`src/sv/flt_pkg.sv`:
```
`default_nettype none
// ----------------------------------------------------------------------------
// File lock level table package
// Shared types, operation and status codes, and lock level constants.
// ----------------------------------------------------------------------------
package flt_pkg;

  // One lock level: 0 none up to 4 exclusive.
  typedef logic [2:0] level_t;

  localparam level_t LVL_NONE      = 3'd0;
  localparam level_t LVL_SHARED    = 3'd1;
  localparam level_t LVL_RESERVED  = 3'd2;
  localparam level_t LVL_PENDING   = 3'd3;
  localparam level_t LVL_EXCLUSIVE = 3'd4;

  // Request operations.
  typedef enum logic [1:0] {
    FUNC_LOCK   = 2'd0,
    FUNC_UNLOCK = 2'd1,
    FUNC_COUNT  = 2'd2,
    FUNC_CLOSE  = 2'd3
  } func_e;

  // Response status codes.
  typedef enum logic [1:0] {
    ST_OK    = 2'd0,
    ST_BUSY  = 2'd1,
    ST_ERROR = 2'd2
  } status_e;

  // Operations of the shared level comparator.
  typedef enum logic {
    CMP_GE = 1'b0,
    CMP_GT = 1'b1
  } cmp_op_e;

  // Highest level that other clients may hold when one client wants a level.
  function automatic level_t allowed_other(input level_t want);
    level_t cap;
    case (want)
      LVL_EXCLUSIVE: cap = LVL_NONE;
      LVL_PENDING:   cap = LVL_RESERVED;
      LVL_RESERVED:  cap = LVL_SHARED;
      LVL_SHARED:    cap = LVL_SHARED;
      default:       cap = LVL_EXCLUSIVE;
    endcase
    return cap;
  endfunction

endpackage
`default_nettype wire

```
`src/sv/file_lock_level_table.sv`:
```
`default_nettype none
// ----------------------------------------------------------------------------
// File lock level table
// Per-client lock levels with lock, unlock, count and close requests.
// ----------------------------------------------------------------------------
// Usage:
// A request enters on the s_axis channel and one response leaves on the
// m_axis channel for every request. s_axis_tready is high only while the
// sequencer is idle; one request is worked on at a time.
// Lock levels live in a small memory with one read and one write port, and a
// single comparator checks one level per cycle under a small sequencer.
// Close, unlock and a lock that the client already holds read and check the
// own level, then raise the response. A lock that must check other clients
// walks all CLIENTS entries, one per cycle, then drains the last read and
// grants or refuses the lock; a count request skips the own-level read and
// scans at once. A non-count request for a client outside the table goes
// straight to the response step with an error status.
// The response sits in an output register: a new request is accepted while
// it waits, and a stalled receiver holds only the final step of the next
// request. Reset clears the memory valid bits, so every client starts with
// no lock, and drops any pending response.
// ----------------------------------------------------------------------------
module file_lock_level_table #(
  parameter int CLIENTS = 8
) (
  input  logic       clk_i,
  input  logic       rst_ni,
  input  logic       s_axis_tvalid,
  output logic       s_axis_tready,
  input  logic [7:0] s_axis_tdata,   // func [1:0], client [4:2], level [7:5]
  output logic       m_axis_tvalid,
  input  logic       m_axis_tready,
  output logic [7:0] m_axis_tdata    // status [1:0], reserved_count [5:2], zero [7:6]
);

  localparam int IDX_W = (CLIENTS > 1) ? $clog2(CLIENTS) : 1;
  localparam int AW    = (IDX_W > 3) ? IDX_W : 3;
  localparam logic [IDX_W-1:0] LAST_IDX = IDX_W'(CLIENTS - 1);

  // Sequencer states.
  localparam logic [2:0] S_IDLE  = 3'd0;
  localparam logic [2:0] S_OWN   = 3'd1;
  localparam logic [2:0] S_CHK   = 3'd2;
  localparam logic [2:0] S_SCAN  = 3'd3;
  localparam logic [2:0] S_DRAIN = 3'd4;
  localparam logic [2:0] S_FINAL = 3'd5;
  localparam logic [2:0] S_RESP  = 3'd6;

  logic [2:0]        state_q, state_d;
  flt_pkg::func_e    func_q, func_d;
  logic [2:0]        client_q, client_d;
  flt_pkg::level_t   want_q, want_d;
  logic [IDX_W-1:0]  idx_q, idx_d;
  logic              chk_vld_q, chk_vld_d;
  logic [IDX_W-1:0]  chk_idx_q, chk_idx_d;
  logic              busy_q, busy_d;
  logic [3:0]        cnt_q, cnt_d;
  flt_pkg::status_e  res_status_q, res_status_d;
  logic              m_valid_q, m_valid_d;
  logic [7:0]        m_data_q, m_data_d;

  logic [1:0]        in_func;
  logic [2:0]        in_client;
  flt_pkg::level_t   in_level, in_want;
  logic              in_accept, in_client_ok;
  logic [AW-1:0]     client_ext;
  logic [IDX_W-1:0]  client_addr;
  flt_pkg::level_t   cap;

  logic              wr_en;
  flt_pkg::level_t   wr_data;
  logic [IDX_W-1:0]  rd_addr;
  flt_pkg::level_t   rd_data;

  flt_pkg::level_t   cmp_b;
  flt_pkg::cmp_op_e  cmp_op;
  logic              cmp_hit;

  // Unpack the request and clamp levels above exclusive.
  assign in_func      = s_axis_tdata[1:0];
  assign in_client    = s_axis_tdata[4:2];
  assign in_level     = s_axis_tdata[7:5];
  assign in_want      = (in_level > flt_pkg::LVL_EXCLUSIVE) ? flt_pkg::LVL_EXCLUSIVE
                                                            : in_level;
  assign in_client_ok = (32'(in_client) < 32'(CLIENTS));
  assign s_axis_tready = (state_q == S_IDLE);
  assign in_accept     = s_axis_tvalid && s_axis_tready;

  assign client_ext  = AW'(client_q);
  assign client_addr = client_ext[IDX_W-1:0];
  assign cap         = flt_pkg::allowed_other(want_q);

  // Memory read address: the own entry, or the entry under scan.
  assign rd_addr = (state_q == S_SCAN) ? idx_q : client_addr;

  flt_level_mem #(
    .CLIENTS (CLIENTS),
    .IDX_W   (IDX_W)
  ) u_mem (
    .clk_i     (clk_i),
    .rst_ni    (rst_ni),
    .wr_en_i   (wr_en),
    .wr_addr_i (client_addr),
    .wr_data_i (wr_data),
    .rd_addr_i (rd_addr),
    .rd_data_o (rd_data)
  );

  // Comparator operand selection: own level against the request, or a
  // scanned level against the cap of the lock or the reserved threshold.
  always_comb begin
    if (state_q == S_CHK) begin
      cmp_b  = want_q;
      cmp_op = flt_pkg::CMP_GE;
    end else if (func_q == flt_pkg::FUNC_LOCK) begin
      cmp_b  = cap;
      cmp_op = flt_pkg::CMP_GT;
    end else begin
      cmp_b  = flt_pkg::LVL_RESERVED;
      cmp_op = flt_pkg::CMP_GE;
    end
  end

  flt_cmp u_cmp (
    .a_i   (rd_data),
    .b_i   (cmp_b),
    .op_i  (cmp_op),
    .hit_o (cmp_hit)
  );

  // Sequencer.
  always_comb begin
    state_d      = state_q;
    func_d       = func_q;
    client_d     = client_q;
    want_d       = want_q;
    idx_d        = idx_q;
    chk_vld_d    = 1'b0;
    chk_idx_d    = chk_idx_q;
    busy_d       = busy_q;
    cnt_d        = cnt_q;
    res_status_d = res_status_q;
    m_valid_d    = m_valid_q && !m_axis_tready;
    m_data_d     = m_data_q;
    wr_en        = 1'b0;
    wr_data      = want_q;

    // Evaluate the entry read in the previous scan cycle.
    if (chk_vld_q && cmp_hit) begin
      if (func_q == flt_pkg::FUNC_LOCK) begin
        if (chk_idx_q != client_addr) begin
          busy_d = 1'b1;
        end
      end else if (cnt_q != 4'hF) begin
        cnt_d = cnt_q + 4'd1;
      end
    end

    unique case (state_q)
      S_IDLE: begin
        if (in_accept) begin
          func_d       = flt_pkg::func_e'(in_func);
          client_d     = in_client;
          want_d       = in_want;
          idx_d        = '0;
          busy_d       = 1'b0;
          cnt_d        = '0;
          res_status_d = flt_pkg::ST_OK;
          if (flt_pkg::func_e'(in_func) == flt_pkg::FUNC_COUNT) begin
            state_d = S_SCAN;
          end else if (!in_client_ok) begin
            res_status_d = flt_pkg::ST_ERROR;
            state_d      = S_RESP;
          end else begin
            state_d = S_OWN;
          end
        end
      end
      S_OWN: begin
        state_d = S_CHK;
      end
      S_CHK: begin
        state_d = S_RESP;
        case (func_q)
          flt_pkg::FUNC_LOCK: begin
            if (!cmp_hit) begin
              state_d = S_SCAN;
            end
          end
          flt_pkg::FUNC_UNLOCK: begin
            if (cmp_hit) begin
              wr_en = 1'b1;
            end else begin
              res_status_d = flt_pkg::ST_ERROR;
            end
          end
          default: begin
            wr_en   = 1'b1;
            wr_data = flt_pkg::LVL_NONE;
          end
        endcase
      end
      S_SCAN: begin
        chk_vld_d = 1'b1;
        chk_idx_d = idx_q;
        idx_d     = idx_q + 1'b1;
        if (idx_q == LAST_IDX) begin
          state_d = S_DRAIN;
        end
      end
      S_DRAIN: begin
        state_d = S_FINAL;
      end
      S_FINAL: begin
        if (func_q == flt_pkg::FUNC_LOCK) begin
          if (busy_q) begin
            res_status_d = flt_pkg::ST_BUSY;
          end else begin
            wr_en = 1'b1;
          end
        end
        state_d = S_RESP;
      end
      S_RESP: begin
        if (!m_valid_q || m_axis_tready) begin
          m_valid_d = 1'b1;
          m_data_d  = {2'b00,
                       (func_q == flt_pkg::FUNC_COUNT) ? cnt_q : 4'd0,
                       res_status_q};
          state_d   = S_IDLE;
        end
      end
      default: begin
        state_d = S_IDLE;
      end
    endcase
  end

  // Control registers.
  always_ff @(posedge clk_i or negedge rst_ni) begin
    if (!rst_ni) begin
      state_q   <= S_IDLE;
      chk_vld_q <= 1'b0;
      m_valid_q <= 1'b0;
    end else begin
      state_q   <= state_d;
      chk_vld_q <= chk_vld_d;
      m_valid_q <= m_valid_d;
    end
  end

  // Payload registers.
  always_ff @(posedge clk_i) begin
    func_q       <= func_d;
    client_q     <= client_d;
    want_q       <= want_d;
    idx_q        <= idx_d;
    chk_idx_q    <= chk_idx_d;
    busy_q       <= busy_d;
    cnt_q        <= cnt_d;
    res_status_q <= res_status_d;
    m_data_q     <= m_data_d;
  end

  assign m_axis_tvalid = m_valid_q;
  assign m_axis_tdata  = m_data_q;

`ifndef SYNTH
  // The table is written only after the own level or the scan was checked.
  assert property (@(posedge clk_i) disable iff (!rst_ni)
    wr_en |-> (state_q == S_CHK || state_q == S_FINAL))
    else $error("lock table written outside a check step");

  // A new response appears only from the response step.
  assert property (@(posedge clk_i) disable iff (!rst_ni)
    $rose(m_axis_tvalid) |-> $past(state_q == S_RESP))
    else $error("response raised outside the response step");

  // Scanned entries are only evaluated while scanning or draining.
  assert property (@(posedge clk_i) disable iff (!rst_ni)
    chk_vld_q |-> (state_q == S_SCAN || state_q == S_DRAIN))
    else $error("scan result evaluated outside the scan");
`endif

endmodule
`default_nettype wire

```
`src/sv/flt_cmp.sv`:
```
`default_nettype none
// ----------------------------------------------------------------------------
// Level comparator
// The one compare unit shared by the own-level check and the scan.
// ----------------------------------------------------------------------------
module flt_cmp (
  input  flt_pkg::level_t  a_i,
  input  flt_pkg::level_t  b_i,
  input  flt_pkg::cmp_op_e op_i,
  output logic             hit_o
);

  // Greater-or-equal or strictly greater, as the sequencer selects.
  always_comb begin
    unique case (op_i)
      flt_pkg::CMP_GT: hit_o = (a_i > b_i);
      default:         hit_o = (a_i >= b_i);
    endcase
  end

endmodule
`default_nettype wire

```
`src/sv/flt_level_mem.sv`:
```
`default_nettype none
// ----------------------------------------------------------------------------
// Lock level memory
// One write and one registered read port; valid bits make unwritten entries
// read as no lock after reset.
// ----------------------------------------------------------------------------
module flt_level_mem #(
  parameter int CLIENTS = 8,
  parameter int IDX_W   = 3
) (
  input  logic              clk_i,
  input  logic              rst_ni,
  input  logic              wr_en_i,
  input  logic [IDX_W-1:0]  wr_addr_i,
  input  flt_pkg::level_t   wr_data_i,
  input  logic [IDX_W-1:0]  rd_addr_i,
  output flt_pkg::level_t   rd_data_o
);

  flt_pkg::level_t    mem_q [CLIENTS];
  logic [CLIENTS-1:0] valid_q;

  // Valid bits, cleared by reset.
  always_ff @(posedge clk_i or negedge rst_ni) begin
    if (!rst_ni) begin
      valid_q <= '0;
    end else if (wr_en_i) begin
      valid_q[wr_addr_i] <= 1'b1;
    end
  end

  // Write port.
  always_ff @(posedge clk_i) begin
    if (wr_en_i) begin
      mem_q[wr_addr_i] <= wr_data_i;
    end
  end

  // Registered read port.
  always_ff @(posedge clk_i) begin
    rd_data_o <= valid_q[rd_addr_i] ? mem_q[rd_addr_i] : flt_pkg::LVL_NONE;
  end

endmodule
`default_nettype wire
```
`config.mk`:
```
export PLATFORM = sky130hd
export DESIGN_NAME = file_lock_level_table
export DESIGN_NICKNAME = d
export VERILOG_FILES = /design/src/sv/flt_pkg.sv /design/src/sv/file_lock_level_table.sv /design/src/sv/flt_cmp.sv /design/src/sv/flt_level_mem.sv
export SDC_FILE = /design/constraint.sdc
export NUM_CORES = 1
export LEC_CHECK = 0
export BUFFER_PORTS_ARGS = -buffer_cell sky130_fd_sc_hd__buf_2
export CORE_ASPECT_RATIO = 1.1
export CORE_MARGIN = 3
export CORE_UTILIZATION = 30
export DETAILED_ROUTE_END_ITERATION = 8
export PLACE_DENSITY = 0.5
export SLEW_MARGIN = 20
export SYNTH_ARGS = -nofsm -noshare
export SYNTH_HDL_FRONTEND = slang
export SYNTH_SLANG_ARGS = --single-unit
```
`constraint.sdc`:
```
create_clock -name clk_i -period 2.8 [get_ports clk_i]
set_input_delay 0.14 -clock clk_i [delete_from_list [all_inputs] [get_ports clk_i]]
set_output_delay 0.14 -clock clk_i [all_outputs]
set_load 0.02 [all_outputs]
```
==> results of run 1 <==
[report_power, final]
| group | internal (mW) | switching (mW) | leakage [nW] |
|---|---|---|---|
| registers | 1.33 | 0.183 | 0.647 |
| logic | 0.487 | 0.663 | 0.677 |
| clock network | 0.365 | 0.345 | 0.0908 |
| total | 2.18 | 1.19 | 1.41 |
[cells by family after synthesis]
logic type | Yosys count | synth area share, %
adder cells (fa/ha/maj) | 6 | 2.35
multiplexers | 12 | 5.65
XOR/XNOR | 3 | 0.824
AND/OR/NAND/NOR | 94 | 15.2
buffers and inverters | 28 | 4.86
flip-flops | 67 | 58.5
AO/OA/AOI/OAI | 55 | 12.5
other | 1 | 0.118
[timing repair]
item,CTS,global route
hold endpoints to repair,18,0
hold buffers,6,0
gates resized for setup,0,3
setup buffers,0,1
setup endpoints to repair,0,24
[flip-flops by register name (all words and copies together) (netlist names)]
register,flops
busy_q,1
chk_idx_q,3
chk_vld_q,1
client_addr,3
cnt_q,4
func_q,2
idx_q,3
m_axis_tdata,6
m_axis_tvalid,1
res_status_q,2
state_q,3
u_mem.mem_q,24
u_mem.rd_data_o,3
u_mem.valid_q,8
want_q,3
[routing by layer]
metal	part of all wire [%]	vias up	routed length, um
li1	-	1047	-
met1	47	1042	3140
met2	47	53	3100
met3	4.0	7	264
met4	1.8	0	122
met5	0	-	0
[Yosys cell counts, drive strengths merged, types with 2 or more instances]
cell    count  area (um^2)
dfxtp       8          160
buf        10         85.1
o21ai      10         50.1
o41ai       2         17.5
a21oi      10         50.1
a32oi       6         52.6
and2        8         50.1
o31ai       5         42.5
nor2b       6         37.5
dfrtp      13          325
clkbuf      5         18.8
xor2        3         26.3
mux4        4         90.1
a21o        3         22.5
nand2b      4         25.0
ha          6         75.1
o21bai      5         37.5
nand3b      5         50.1
a22oi       3         22.5
a31oi       2         27.5
mux2        2         26.3
mux2i       6         63.8
nor3       11         55.1
nor2       14         60.1
nand2      30          115
edfxtp     46         1380
nand3       8         40.0
and3        4         25.0
a41oi       3         26.3
inv        13         51.3
[final cells by class]
type,instances,area (um^2)
multi-input cells,172,1190
fillers,991,6450
flip-flops and latches,67,1870
repair buffers,34,223
clock buffers,13,159
well taps,140,175
inverters,13,51.3
clock inverters,3,13.8
[path summary, 6_finish.rpt]
kind | slack (ns) | cells after the start | endpoint | startpoint
setup / recovery | 0.1 | 9 | res_status_q[0] | func_q[0]
hold / removal | 0.02 | 1 | want_q[2] | s_axis_tdata[7]
setup reg to reg | 0.1 | 9 | res_status_q[0] | func_q[0]
hold reg to reg | 0.41 | 0 | m_axis_tdata[1] | res_status_q[1]
max in group asynchronous | 2.32 | 2 | state_q[2] | rst_ni
min in group asynchronous | 0.24 | 2 | u_mem.valid_q[4] | rst_ni
[through the flow]
stage	total power, mW	worst slack (ns)	instance area, um^2
floorplan	2.35	0.0935	3190
global placement	2.65	0.133	3420
detailed placement	2.67	0.0461	3420
CTS	3.39	0.0483	3650
global route	3.59	-0.0466	3680
finish	3.37	0.0973	3680
==> metrics.yaml, run 1 <==
sta:
  relSlewSlack_pct: 46.0
  worstMarginPinSlew_ns: 0.811
  fmax_ghz: 0.370
  final_hold_viol_count: 0
  report.final.slew_viol_count: 0
  fin_worst_skew_ns: 0.00738
  rsz0062_at_grt: "yes"
  timing.final.crit_period_ns: 2.70
  min_period_over_period_pct: 96.5
  tns_ns: 0
  hold-worst-slack_ns: 0.0245
  setup_viol: 0
floorplan:
  ioPinCount: 22
  die_area_um2: 11900
  die_h_um: 114
  core.rowCount: 38
  die_w_um: 104
  core_region_area_um2: 10100
  start_util_pct: 31.5
cts:
  cts.sinks: 67
  numCtsBuffers: 9
  clk_latency_ns: 0.34
  cts_tree: "built"
  cts-root-buf: "clkbuf_8"
  clk_path_buf_depth: 2
  h-tree-depth: 3
  clkTransAtPathRegs_ns: 0.07
finish:
  drive_gt1_share_pct: 19.2
  layout-area-overhead-vs-synth_pct: 15.3
  fin_cells: 442
  fin_util_pct: 36.3
  diodes: 0
  mostFrequentLayoutCells: "edfxtp_1, nand2_1, buf_2, nor2_1, dfrtp_1"
  nNetsFinal: 315
  final_common_cell: "edfxtp_1"
hold_path:
  hp-class: "primary input to flop"
worst_setup_path:
  cp_common_cell: "a21o_1"
  cp.arrival_ns: 2.74
  crit_path_end_kind: "flop"
  crit_required_ns: 2.84
  worstSetupPathType: "flop to flop"
  cp_num_buf_inv: 0
  crit_fanout: 9
  slowest_stage: "or2_2"
  crit_chain: "or2_2 -> nor2_1 -> a22o_1 -> ha_1 -> nand2b_1 -> a21o_1 -> a21o_1 -> o32ai_1 -> a32o_1"
  cpPeakStageDelay_ns: 0.40
  path_delay_family: "compound AO/OA/AOI/OAI gates"
  worst_setup_path_start_kind: "flop"
place:
  port_buffers: 19
  place_hpwl_um: 4690
  dp.cells: 419
  place.gp.congestion: 0.752
job:
  maxCapViolations: 0
synthesis:
  synth_area_per_cell_um2: 12.0
  async_reset_ff_share_pct: 19.4
  synth_seq_area_share_pct: 58.5
  ys_seq_elements: 67
  synthCells: 266
  ys_warn_count: 0
  synth-edff-count: 46
  syn_area_um2: 3190
  yosysUniqueCellTypes: 52
  synth-main-ff-cell: "edfxtp_1"
route:
  drtAntennaViolNets: 0
  dr.pass1.iters: 5
  drc: 0
  num_vias: 2149
  vias_per_cell: 4.86
  drt_iter0_drc: 150
  wl_um: 6620
  wire_per_inst_um: 15.0
pwr:
  peakVddDrop_mv: 0.375
  p_per_area_nw_per_um2: 916
  leakagePower_nw: 1.41
grt:
  antenna_found_initial: 0
  grt_pass1_vias: 2186
  met1_usage_pct: 15.6
  use_met3_pct: 2.03
  gr-usage-all-layers_pct: 11.8
  grt-ovfl-total: 0
  grt_use_met2_pct: 18.8
  grt_pass1_wl_um: 11000
  grt_max_degree: 19
  grt_busiest_layer: "met2"
status:
  status: "complete, no violations"
No activity file was read; power rests on OpenSTA's default activity.
==> inputs of run 2 (changes only) <==
--- a/config.mk
+++ b/config.mk
@@ -5,12 +5,12 @@
 export SDC_FILE = /design/constraint.sdc
 export NUM_CORES = 1
 export LEC_CHECK = 0
-export BUFFER_PORTS_ARGS = -buffer_cell sky130_fd_sc_hd__buf_2
 export CORE_ASPECT_RATIO = 1.1
 export CORE_MARGIN = 3
 export CORE_UTILIZATION = 30
 export DETAILED_ROUTE_END_ITERATION = 8
-export PLACE_DENSITY = 0.5
+export DONT_BUFFER_PORTS = 1
+export PLACE_DENSITY = 0.48
 export SLEW_MARGIN = 20
 export SYNTH_ARGS = -nofsm -noshare
 export SYNTH_HDL_FRONTEND = slang
==> metrics.yaml, run 2 (synthesis gave the netlist of run 1 again) <==
finish:
  layout-area-overhead-vs-synth_pct: 14.7
  final_common_cell: "edfxtp_1"
  fin_cells: 425
  largest_reg_flops: 24
  fin_util_pct: 36.1
  top_register: "u_mem.mem_q"
  diodes: 0
  mostFrequentLayoutCells: "edfxtp_1, nand2_1, nor2_1, dfrtp_1, inv_1"
  fin_area_um2: 3660
  drive_gt1_share_pct: 15.8
  nNetsFinal: 299
  nFillCells: 995
grt:
  grt_pass1_wl_um: 11100
  grt_max_degree: 19
  gr-usage-all-layers_pct: 11.8
  grt-ovfl-total: 0
  grt_pass1_vias: 2097
  antenna_found_initial: 0
floorplan:
  core_region_area_um2: 10100
  die_w_um: 104
  ioPinCount: 22
  die_h_um: 114
  start_util_pct: 31.5
  die_area_um2: 11900
  core.rowCount: 38
place:
  port_buffers: 0
  place_area_um2: 3330
  place_hpwl_um: 4750
  place.gp.congestion: 0.817
  dp.cells: 401
worst_setup_path:
  crit_fanout: 7
  cp.arrival_ns: 2.71
  worst_setup_path_start_kind: "flop"
  crit_path_end_kind: "flop"
  r2r_cells: 11
  crit_required_ns: 2.85
  worstSetupPathType: "flop to flop"
pwr:
  leakagePower_nw: 1.37
  peakVddDrop_mv: 0.425
  p_per_area_nw_per_um2: 942
cts:
  numCtsBuffers: 9
  h-tree-depth: 3
  cts_tree: "built"
  clk_path_buf_depth: 2
  postCtsSetupRepairBufs: 0
  cts-root-buf: "clkbuf_8"
  clkTransAtPathRegs_ns: 0.07
  clk_latency_ns: 0.33
  cts.sinks: 67
sta:
  report.final.slew_viol_count: 0
  setup_viol: 0
  min_period_over_period_pct: 95.0
  timing.final.crit_period_ns: 2.66
  fin_worst_skew_ns: 0.00997
  rsz0062_at_grt: "yes"
  relSlewSlack_pct: 43.4
  worstMarginPinSlew_ns: 0.849
  final_hold_viol_count: 0
  hold-worst-slack_ns: 0.0156
  fmax_ghz: 0.376
route:
  drtAntennaViolNets: 0
  wire_per_inst_um: 16.1
  vias_per_cell: 4.92
  wl_um: 6860
  num_vias: 2093
  drc: 0
  dr.pass1.iters: 4
  drt_iter0_drc: 123
job:
  maxCapViolations: 0
hold_path:
  hold_depth: 1
  hp-class: "primary input to flop"
status:
  status: "complete, no violations"
run 2: cell types whose count changed in the layout (fill, tap and decap cells not counted), sizes merged:
cell	before	now
dlygate4sd3	6	8
buf	28	9
a31oi	2	3
clkbuf	13	12
run 2: worst paths after layout:
kind,from,endpoint,slack (ns)
worst min register to register,res_status_q[1],m_axis_tdata[1],0.43
worst min-delay path,s_axis_tdata[5],want_q[0],0.02
max in group asynchronous,rst_ni,u_mem.valid_q[1],2.12
min in group asynchronous,rst_ni,m_axis_tvalid,0.27
worst max register to register,state_q[0],u_mem.mem_q[5][2],0.14
worst max-delay path,state_q[0],u_mem.mem_q[5][2],0.14
run 2: layout make-up:
class | count | area, um^2 | area share [%]
Tap cell | 140 | 175 | 4.79
Inverter | 13 | 51.3 | 1.40
Clock buffer | 12 | 155 | 4.24
Multi-Input combinational cell | 173 | 1250 | 34.1
Clock inverter | 3 | 15.0 | 0.410
Sequential cell | 67 | 1870 | 51.0
Timing Repair Buffer | 17 | 148 | 4.03
run 2: metal layers:
layer	GRT usage, %	routed length, um	up-vias
met5	0	0	-
met4	3.99	87	0
met3	2.71	200	8
met2	19.3	3320	37
met1	15.7	3260	1034
li1	-	-	1014
run 2: per-stage QoR:
step                setup TNS (ns)  power (mW)  setup slack, ns
global placement                 0        2.66            0.136
floorplan                        0        2.35           0.0935
CTS                              0        3.40           0.0386
finish                           0        3.45            0.139
detailed placement        -0.00260        2.67        -0.000889
global route              -0.00390        3.69         -0.00197
run 2: critical path, stage by stage (launching register included):
cell and delay (ns):
dfrtp_1 0.41, nor2_4 0.14, nand2_2 0.11, nand3_1 0.10, o21ai_0 0.08, a22o_1 0.20
ha_1 0.28, nand2b_1 0.15, a21o_1 0.20, a21o_4 0.26, a31oi_4 0.33, nor3_2 0.12
run 2: repair_timing:
action	in CTS	in global routing
hold buffers	8	0
pin swaps	0	2
hold endpoints to repair	22	0
endpoints found under the setup margin	3	34
gates cloned	0	1
resized for setup	1	11
run 2: where the power goes:
group          switching (mW)  leakage (nW)  total [mW]  internal, mW
Clock                   0.347        0.0920       0.708         0.361
Sequential              0.217         0.647        1.54          1.33
Combinational           0.696         0.627        1.20         0.502
Total                    1.26          1.37        3.45          2.19
